<file path="config.mk">
export PLATFORM = sky130hd
export DESIGN_NAME = button_debounce_hold_detector
export DESIGN_NICKNAME = d
export VERILOG_FILES = /design/src/rtl/bdh_pkg.sv /design/src/rtl/button_debounce_hold_detector.sv /design/src/rtl/bdh_cfg.sv /design/src/rtl/bdh_core.sv
export SDC_FILE = /design/constraint.sdc
export NUM_CORES = 1
export LEC_CHECK = 0
export BUFFER_PORTS_ARGS = -buffer_cell sky130_fd_sc_hd__buf_2
export CAP_MARGIN = 10
export CORE_MARGIN = 1
export CORE_UTILIZATION = 40
export DETAILED_ROUTE_END_ITERATION = 10
export PLACE_DENSITY_LB_ADDON = 0.08
export SYNTH_ARGS = -nofsm -noshare
export SYNTH_HDL_FRONTEND = slang
export SYNTH_SLANG_ARGS = --single-unit
</file>
<file path="constraint.sdc">
create_clock -name clk -period 15.04 [get_ports clk]
set_input_delay 3.008 -clock clk [delete_from_list [all_inputs] [get_ports clk]]
set_output_delay 3.008 -clock clk [all_outputs]
set_load 0.1 [all_outputs]
</file>
<file path="src/rtl/bdh_pkg.sv">
`timescale 1ns / 1ps
// ----------------------------------------------------------------------------
// bdh_pkg
// Shared types and constants for the button debounce and hold detector.
// ----------------------------------------------------------------------------
package bdh_pkg;

	localparam int TIME_WIDTH_DEF = 32;
	localparam int NOW_W          = 32;
	localparam int MS_W           = 16;
	localparam int CFG_IDX_W      = 2;
	localparam int CFG_DATA_W     = 16;

	localparam logic [CFG_IDX_W-1:0] REG_DEBOUNCE_MS   = 2'd0;
	localparam logic [CFG_IDX_W-1:0] REG_HOLD_MS       = 2'd1;
	localparam logic [CFG_IDX_W-1:0] REG_PRESSED_LEVEL = 2'd2;

	localparam logic [MS_W-1:0] DEBOUNCE_MS_RESET   = 16'd60;
	localparam logic [MS_W-1:0] HOLD_MS_RESET       = 16'd1200;
	localparam logic            PRESSED_LEVEL_RESET = 1'b1;

	typedef struct packed {
		logic [MS_W-1:0] debounce_ms;
		logic [MS_W-1:0] hold_ms;
		logic            pressed_level;
	} bdh_cfg_t;

	typedef struct packed {
		logic pin_level;
		logic take_press;
		logic take_release;
		logic take_hold;
		logic clear_all;
	} bdh_ctl_t;

	typedef struct packed {
		logic press_event;
		logic release_event;
		logic hold_event;
		logic is_pressed;
		logic is_holding;
		logic stable_level;
	} bdh_result_t;

endpackage

</file>
<file path="src/rtl/button_debounce_hold_detector.sv">
`timescale 1ns / 1ps
// ----------------------------------------------------------------------------
// button_debounce_hold_detector
// Debounces a raw button level and reports press, release and hold events.
// ----------------------------------------------------------------------------
// Flow: an accepted sample beat is registered in the input register; its result
// beat is registered in the result register when the output is not stalled.
// Throughput: one sample beat per cycle unless out_stall holds; the state update
// is one short pass of compares and subtracts between input and result registers.
// Reset: async, active low; valid flags, core state and events clear, the accepted
// level goes low, registers return to 60 ms debounce, 1200 ms hold, pressed high.
// ----------------------------------------------------------------------------
module button_debounce_hold_detector #(
	parameter int TIME_WIDTH = bdh_pkg::TIME_WIDTH_DEF
) (
	input  logic                            clk,
	input  logic                            arst_n,
	input  logic                            in_valid,
	output logic                            in_stall,
	input  logic                            pin_level,
	input  logic [bdh_pkg::NOW_W-1:0]       now_ms,
	input  logic                            take_press,
	input  logic                            take_release,
	input  logic                            take_hold,
	input  logic                            clear_all,
	output logic                            out_valid,
	input  logic                            out_stall,
	output logic                            press_event,
	output logic                            release_event,
	output logic                            hold_event,
	output logic                            is_pressed,
	output logic                            is_holding,
	output logic                            stable_level,
	input  logic                            cfg_valid,
	output logic                            cfg_ready,
	input  logic [bdh_pkg::CFG_IDX_W-1:0]   cfg_index,
	input  logic [bdh_pkg::CFG_DATA_W-1:0]  cfg_data
);
	import bdh_pkg::*;

	bdh_cfg_t              cfg;
	logic [TIME_WIDTH-1:0] now_w;
	bdh_ctl_t              ctl_s1;
	logic [TIME_WIDTH-1:0] now_s1;
	logic                  valid_s1;
	bdh_result_t           result_comb;
	bdh_result_t           result_s2;
	logic                  valid_s2;
	logic                  accept_in;
	logic                  advance;

	generate
		if (TIME_WIDTH <= NOW_W) begin : g_now_trunc
			assign now_w = now_ms[TIME_WIDTH-1:0];
		end else begin : g_now_ext
			assign now_w = {{(TIME_WIDTH-NOW_W){1'b0}}, now_ms};
		end
	endgenerate

	assign advance   = valid_s1 && (!valid_s2 || !out_stall);
	assign in_stall  = valid_s1 && !advance;
	assign accept_in = in_valid && !in_stall;

	always_ff @(posedge clk or negedge arst_n) begin
		if (!arst_n) begin
			valid_s1 <= 1'b0;
			valid_s2 <= 1'b0;
		end else begin
			if (accept_in) begin
				valid_s1 <= 1'b1;
			end else if (advance) begin
				valid_s1 <= 1'b0;
			end
			if (advance) begin
				valid_s2 <= 1'b1;
			end else if (!out_stall) begin
				valid_s2 <= 1'b0;
			end
		end
	end

	always_ff @(posedge clk) begin
		if (accept_in) begin
			ctl_s1.pin_level    <= pin_level;
			ctl_s1.take_press   <= take_press;
			ctl_s1.take_release <= take_release;
			ctl_s1.take_hold    <= take_hold;
			ctl_s1.clear_all    <= clear_all;
			now_s1              <= now_w;
		end
		if (advance) begin
			result_s2 <= result_comb;
		end
	end

	bdh_cfg u_cfg (
		.clk       (clk),
		.arst_n    (arst_n),
		.cfg_valid (cfg_valid),
		.cfg_ready (cfg_ready),
		.cfg_index (cfg_index),
		.cfg_data  (cfg_data),
		.cfg       (cfg)
	);

	bdh_core #(
		.TIME_WIDTH (TIME_WIDTH)
	) u_core (
		.clk    (clk),
		.arst_n (arst_n),
		.en     (advance),
		.cfg    (cfg),
		.ctl    (ctl_s1),
		.now    (now_s1),
		.result (result_comb)
	);

	assign out_valid     = valid_s2;
	assign press_event   = result_s2.press_event;
	assign release_event = result_s2.release_event;
	assign hold_event    = result_s2.hold_event;
	assign is_pressed    = result_s2.is_pressed;
	assign is_holding    = result_s2.is_holding;
	assign stable_level  = result_s2.stable_level;

endmodule

</file>
<file path="src/rtl/bdh_cfg.sv">
`timescale 1ns / 1ps
// ----------------------------------------------------------------------------
// bdh_cfg
// Configuration register file: debounce time, hold time and pressed level.
// ----------------------------------------------------------------------------
module bdh_cfg (
	input  logic                            clk,
	input  logic                            arst_n,
	input  logic                            cfg_valid,
	output logic                            cfg_ready,
	input  logic [bdh_pkg::CFG_IDX_W-1:0]   cfg_index,
	input  logic [bdh_pkg::CFG_DATA_W-1:0]  cfg_data,
	output bdh_pkg::bdh_cfg_t               cfg
);
	import bdh_pkg::*;

	bdh_cfg_t cfg_q;

	assign cfg_ready = 1'b1;
	assign cfg       = cfg_q;

	always_ff @(posedge clk or negedge arst_n) begin
		if (!arst_n) begin
			cfg_q.debounce_ms   <= DEBOUNCE_MS_RESET;
			cfg_q.hold_ms       <= HOLD_MS_RESET;
			cfg_q.pressed_level <= PRESSED_LEVEL_RESET;
		end else if (cfg_valid && cfg_ready) begin
			case (cfg_index)
				REG_DEBOUNCE_MS: begin
					cfg_q.debounce_ms <= cfg_data[MS_W-1:0];
				end
				REG_HOLD_MS: begin
					cfg_q.hold_ms <= cfg_data[MS_W-1:0];
				end
				REG_PRESSED_LEVEL: begin
					cfg_q.pressed_level <= cfg_data[0];
				end
				default: begin
				end
			endcase
		end
	end

endmodule

</file>
<file path="src/rtl/bdh_core.sv">
`timescale 1ns / 1ps
// ----------------------------------------------------------------------------
// bdh_core
// Debounce and hold state with the single-pass update for one sample beat.
// ----------------------------------------------------------------------------
module bdh_core #(
	parameter int TIME_WIDTH = bdh_pkg::TIME_WIDTH_DEF
) (
	input  logic                    clk,
	input  logic                    arst_n,
	input  logic                    en,
	input  bdh_pkg::bdh_cfg_t       cfg,
	input  bdh_pkg::bdh_ctl_t       ctl,
	input  logic [TIME_WIDTH-1:0]   now,
	output bdh_pkg::bdh_result_t    result
);
	import bdh_pkg::*;

	logic                  accepted_level_q, accepted_level_d;
	logic [TIME_WIDTH-1:0] debounce_start_q, debounce_start_d;
	logic                  debounce_armed_q, debounce_armed_d;
	logic [TIME_WIDTH-1:0] press_start_q, press_start_d;
	logic                  press_timing_q, press_timing_d;
	logic                  hold_reached_q, hold_reached_d;
	logic                  hold_pending_q, hold_pending_d;
	logic                  press_pending_q, press_pending_d;
	logic                  release_pending_q, release_pending_d;

	logic [TIME_WIDTH-1:0] press_elapsed;
	logic [TIME_WIDTH-1:0] debounce_elapsed;

	always_comb begin
		accepted_level_d  = accepted_level_q;
		debounce_start_d  = debounce_start_q;
		debounce_armed_d  = debounce_armed_q;
		press_start_d     = press_start_q;
		press_timing_d    = press_timing_q;
		hold_reached_d    = hold_reached_q;
		hold_pending_d    = hold_pending_q;
		press_pending_d   = press_pending_q;
		release_pending_d = release_pending_q;

		if (ctl.clear_all) begin
			debounce_start_d  = '0;
			debounce_armed_d  = 1'b0;
			press_start_d     = '0;
			press_timing_d    = 1'b0;
			hold_reached_d    = 1'b0;
			hold_pending_d    = 1'b0;
			press_pending_d   = 1'b0;
			release_pending_d = 1'b0;
		end

		press_elapsed    = now - press_start_d;
		debounce_elapsed = now - debounce_start_d;

		if (ctl.pin_level == accepted_level_d) begin
			debounce_armed_d = 1'b0;
			if (!hold_reached_d && press_timing_d &&
			    press_elapsed > TIME_WIDTH'(cfg.hold_ms)) begin
				hold_reached_d = 1'b1;
				hold_pending_d = 1'b1;
				press_timing_d = 1'b0;
			end
		end else if (!debounce_armed_d) begin
			debounce_armed_d = 1'b1;
			debounce_start_d = now;
		end else if (debounce_elapsed >= TIME_WIDTH'(cfg.debounce_ms)) begin
			debounce_armed_d = 1'b0;
			accepted_level_d = ctl.pin_level;
			hold_pending_d   = 1'b0;
			hold_reached_d   = 1'b0;
			if (ctl.pin_level == cfg.pressed_level) begin
				press_pending_d = 1'b1;
				press_start_d   = now;
				press_timing_d  = 1'b1;
			end else begin
				release_pending_d = 1'b1;
				press_timing_d    = 1'b0;
			end
		end

		result.press_event   = press_pending_d;
		result.release_event = release_pending_d;
		result.hold_event    = hold_pending_d;
		result.is_pressed    = (accepted_level_d == cfg.pressed_level);
		result.is_holding    = hold_reached_d;
		result.stable_level  = accepted_level_d;

		if (ctl.take_press) begin
			press_pending_d = 1'b0;
		end
		if (ctl.take_release) begin
			release_pending_d = 1'b0;
		end
		if (ctl.take_hold && hold_pending_d) begin
			hold_pending_d = 1'b0;
			press_timing_d = 1'b0;
		end
	end

	always_ff @(posedge clk or negedge arst_n) begin
		if (!arst_n) begin
			accepted_level_q  <= 1'b0;
			debounce_start_q  <= '0;
			debounce_armed_q  <= 1'b0;
			press_start_q     <= '0;
			press_timing_q    <= 1'b0;
			hold_reached_q    <= 1'b0;
			hold_pending_q    <= 1'b0;
			press_pending_q   <= 1'b0;
			release_pending_q <= 1'b0;
		end else if (en) begin
			accepted_level_q  <= accepted_level_d;
			debounce_start_q  <= debounce_start_d;
			debounce_armed_q  <= debounce_armed_d;
			press_start_q     <= press_start_d;
			press_timing_q    <= press_timing_d;
			hold_reached_q    <= hold_reached_d;
			hold_pending_q    <= hold_pending_d;
			press_pending_q   <= press_pending_d;
			release_pending_q <= release_pending_d;
		end
	end

	// A pending hold event always belongs to a press that reached its hold time.
	a_hold_pending_reached: assert property (@(posedge clk) disable iff (!arst_n)
		hold_pending_q |-> hold_reached_q)
		else $error("hold event pending without hold reached");

	// Press timing stops once the hold threshold has been passed.
	a_reached_not_timing: assert property (@(posedge clk) disable iff (!arst_n)
		hold_reached_q |-> !press_timing_q)
		else $error("press timing still running after hold reached");

	// A clearing beat leaves no event behind, since no edge can complete on it.
	a_clear_no_events: assert property (@(posedge clk) disable iff (!arst_n)
		en && ctl.clear_all |=> !press_pending_q && !release_pending_q && !hold_pending_q)
		else $error("event pending after clear_all beat");

endmodule
</file>
==> metrics.txt <==
status=finished, final reports clean; RePlAce Congestion=0.902; Setup violations, final=0; Diodes inserted=0; CTS Buffer Depth=2; IO Pins=69; row cnt=59; sequential share of the synthesized area=37.5%; Leak Pwr=5.02 nW; Worst EP required=12.03 ns; initial antenna violation count=0; RSZ-0062 raised after global routing=false; cell taking the most area after synthesis=dfrtp_1; latest clock arrival within the worst-skew pair=0.43 ns; DRT antenna net count=0; Mapped Area=10500 um^2; Yosys warning total=0; post-synthesis cell count=1101; Initial Utilization=40.6%; area delta synth->final=11.5%; clk root buf=clkbuf_16; Total Power=1.73 mW; Worst setup EP type=primary output; pwr/cell area=147 nW/um^2; die extent in y=164 um; commonest cells after routing, fill and taps aside=nand2_1 (100), ha_1 (98), dfrtp_1 (97); aggregate negative setup slack=0 ns; die area=27000 um^2; vias in the first global route=7858; Min Clock Period, post-route=6.68 ns; Simple-Gate Fraction of Synth Area=17.0%; worst-path cell chain=buf_2 > nand3_1 > inv_1 > buf_2; EDFF count, synth=43; Tcrit/Tclk final=44.4%; overall routing resource usage=21.6%; Worst path max stage delay=0.41 ns; Synth Area in Compound Gates=23.0%; grt ovf=0; TritonRoute pass-1 iters=5; pin count of the biggest net entering global routing=66; met2 Usage GRT=32.5%; Yosys reg bits=149; final WL=28.0 mm; Post-CTS Setup Bufs=0; synthesized area per cell=9.58 um^2; critical path class=in2out; maximum operating frequency=150 MHz; wire per inst=18.7 um; slew of the pin with the lowest slew margin=1.03 ns; met1 GRT Util=32.2%; CTS tree=built; DRC=0; Core Box Area=26000 um^2; first-pass GRT wire length=44.3 mm; main combinational cell family by area after synthesis=compound AO/OA/AOI/OAI gates; max-slew violations=0; Via Count=8347; mux cell area share after synthesis=2.92%; crit path DAT=3.67 ns; max-cap violations=0; post-cts sizing count=0; CP top delay family=buffers and inverters; Worst-path clk slew=0.06 ns; most used cell along the critical path=buf_2; element type at the critical path start=primary input; library cells used by synthesis=75; clk_skew=0.0207 ns; H-tree depth=4; DR iter-0 viols=442; Hold Vio Cnt, Final=0; syn nets=1261; R2R depth=21; Slew headroom=29.7%; top cell type's share of synthesized area=23.0%; CP bufs+invs=3; Num CTS Buffers=17; WHS Path Cells=1; met3 usage=3.14%; Final HPWL DP=21.1 mm; cts hold-fix bufs=0; top post-synthesis cells by area=dfrtp_1 (23%), edfxtp_1 (12%), ha_1 (12%), a22o_1 (5.5%), nand2b_1 (4.4%); Hold WC Path Type=reg2reg; Area after DPL=11100 um^2; most used routing layer=met2; VDD IR-drop max=0.114 mV; Adder-Cell Fraction of Synth Area=12.0%; Synth async-reset ratio=71.1%; share of cells above drive strength 1=14.0%; Stages on worst setup path=4; ys flop type=dfrtp_1; final non-filler cell area=11800 um^2; CP Max Fanout=3; Slowest-stage cell, CP=buf_2; # clock sinks=149; PortBufs=67; nets=1308; Synth Area in XOR/XNOR=3.24%; die width=164 um; vias per inst=5.58; commonest non-fill, non-tap cell in the layout=nand2_1
-- synth_stat cells, types with 10 or more instances --
cell type,n
a21o_1,29
edfxtp_1,43
xnor2_1,24
o211ai_1,12
o21ai_0,55
a211oi_1,10
xor2_1,15
a21oi_1,76
dfrtp_1,97
nor3b_1,11
nand4_1,18
a22o_1,66
mux2_2,22
ha_1,98
nor2_1,50
nand2b_1,75
inv_1,55
clkbuf_1,32
nand2_1,100
nor3_1,13
nor2b_1,10
o21a_1,13
nand3_1,17
-- worst paths after layout --
check	startpoint	end	slack [ns]
max	out_stall	in_stall	8.36
min	ctl_s1[2]	u_core.release_pending_q	0.46
max reg2reg	ctl_s1[0]	u_core.hold_pending_q	9.06
min reg2reg	ctl_s1[2]	u_core.release_pending_q	0.46
max in group asynchronous	arst_n	u_core.press_start_q[9]	11.26
min in group asynchronous	arst_n	u_core.press_start_q[24]	2.67
-- registers in the layout, summed over array words and instances, names as in the netlist, 5 cells and up --
| name | flops |
|---|---|
| now_s1 | 32 |
| u_core.debounce_start_q | 32 |
| u_cfg.cfg | 33 |
| u_core.press_start_q | 32 |
| ctl_s1 | 5 |
-- power by group --
part | internal (mW) | switching, mW
clock network | 0.286 | 0.186
logic | 0.287 | 0.408
registers | 0.509 | 0.0554
total | 1.08 | 0.649
-- cell type report --
cell class	instances	area, um^2
Clock buffer	19	443
Clock inverter	13	193
Fill cell	2529	14200
Inverter	55	206
Multi-Input combinational cell	851	6160
Sequential cell	149	3960
Tap cell	335	419
Timing Repair Buffer	74	390
-- routing by layer --
layer | part of all wire, % | routed length (um) | up-vias
met4 | 1.4 | 394 | 0
met3 | 3.4 | 953 | 24
li1 | - | - | 4160
met5 | 0 | 0 | -
met1 | 52 | 14500 | 4023
met2 | 43 | 12100 | 140
-- through the flow --
stage                     util (%)  hold slack [ns]  worst slack (ns)  instances
final                         45.3            0.463              8.36       1496
after global routing          45.3            0.495              8.30       1496
after CTS                     45.3            0.467              8.36       1496
after detailed placement      42.8            0.460              8.36       1464
after global placement        42.8            0.444              8.37       1464
after floorplan                  -            0.434              8.28       1101
-- logic make-up after synthesis --
kind of cell / count (synthesis)
compound gates: 341
xor+xnor: 39
fa+ha+maj: 100
buf+inv: 101
flops: 149
mux: 28
other cells: 1
simple gates: 342
Power figures use the tool's default switching activity.
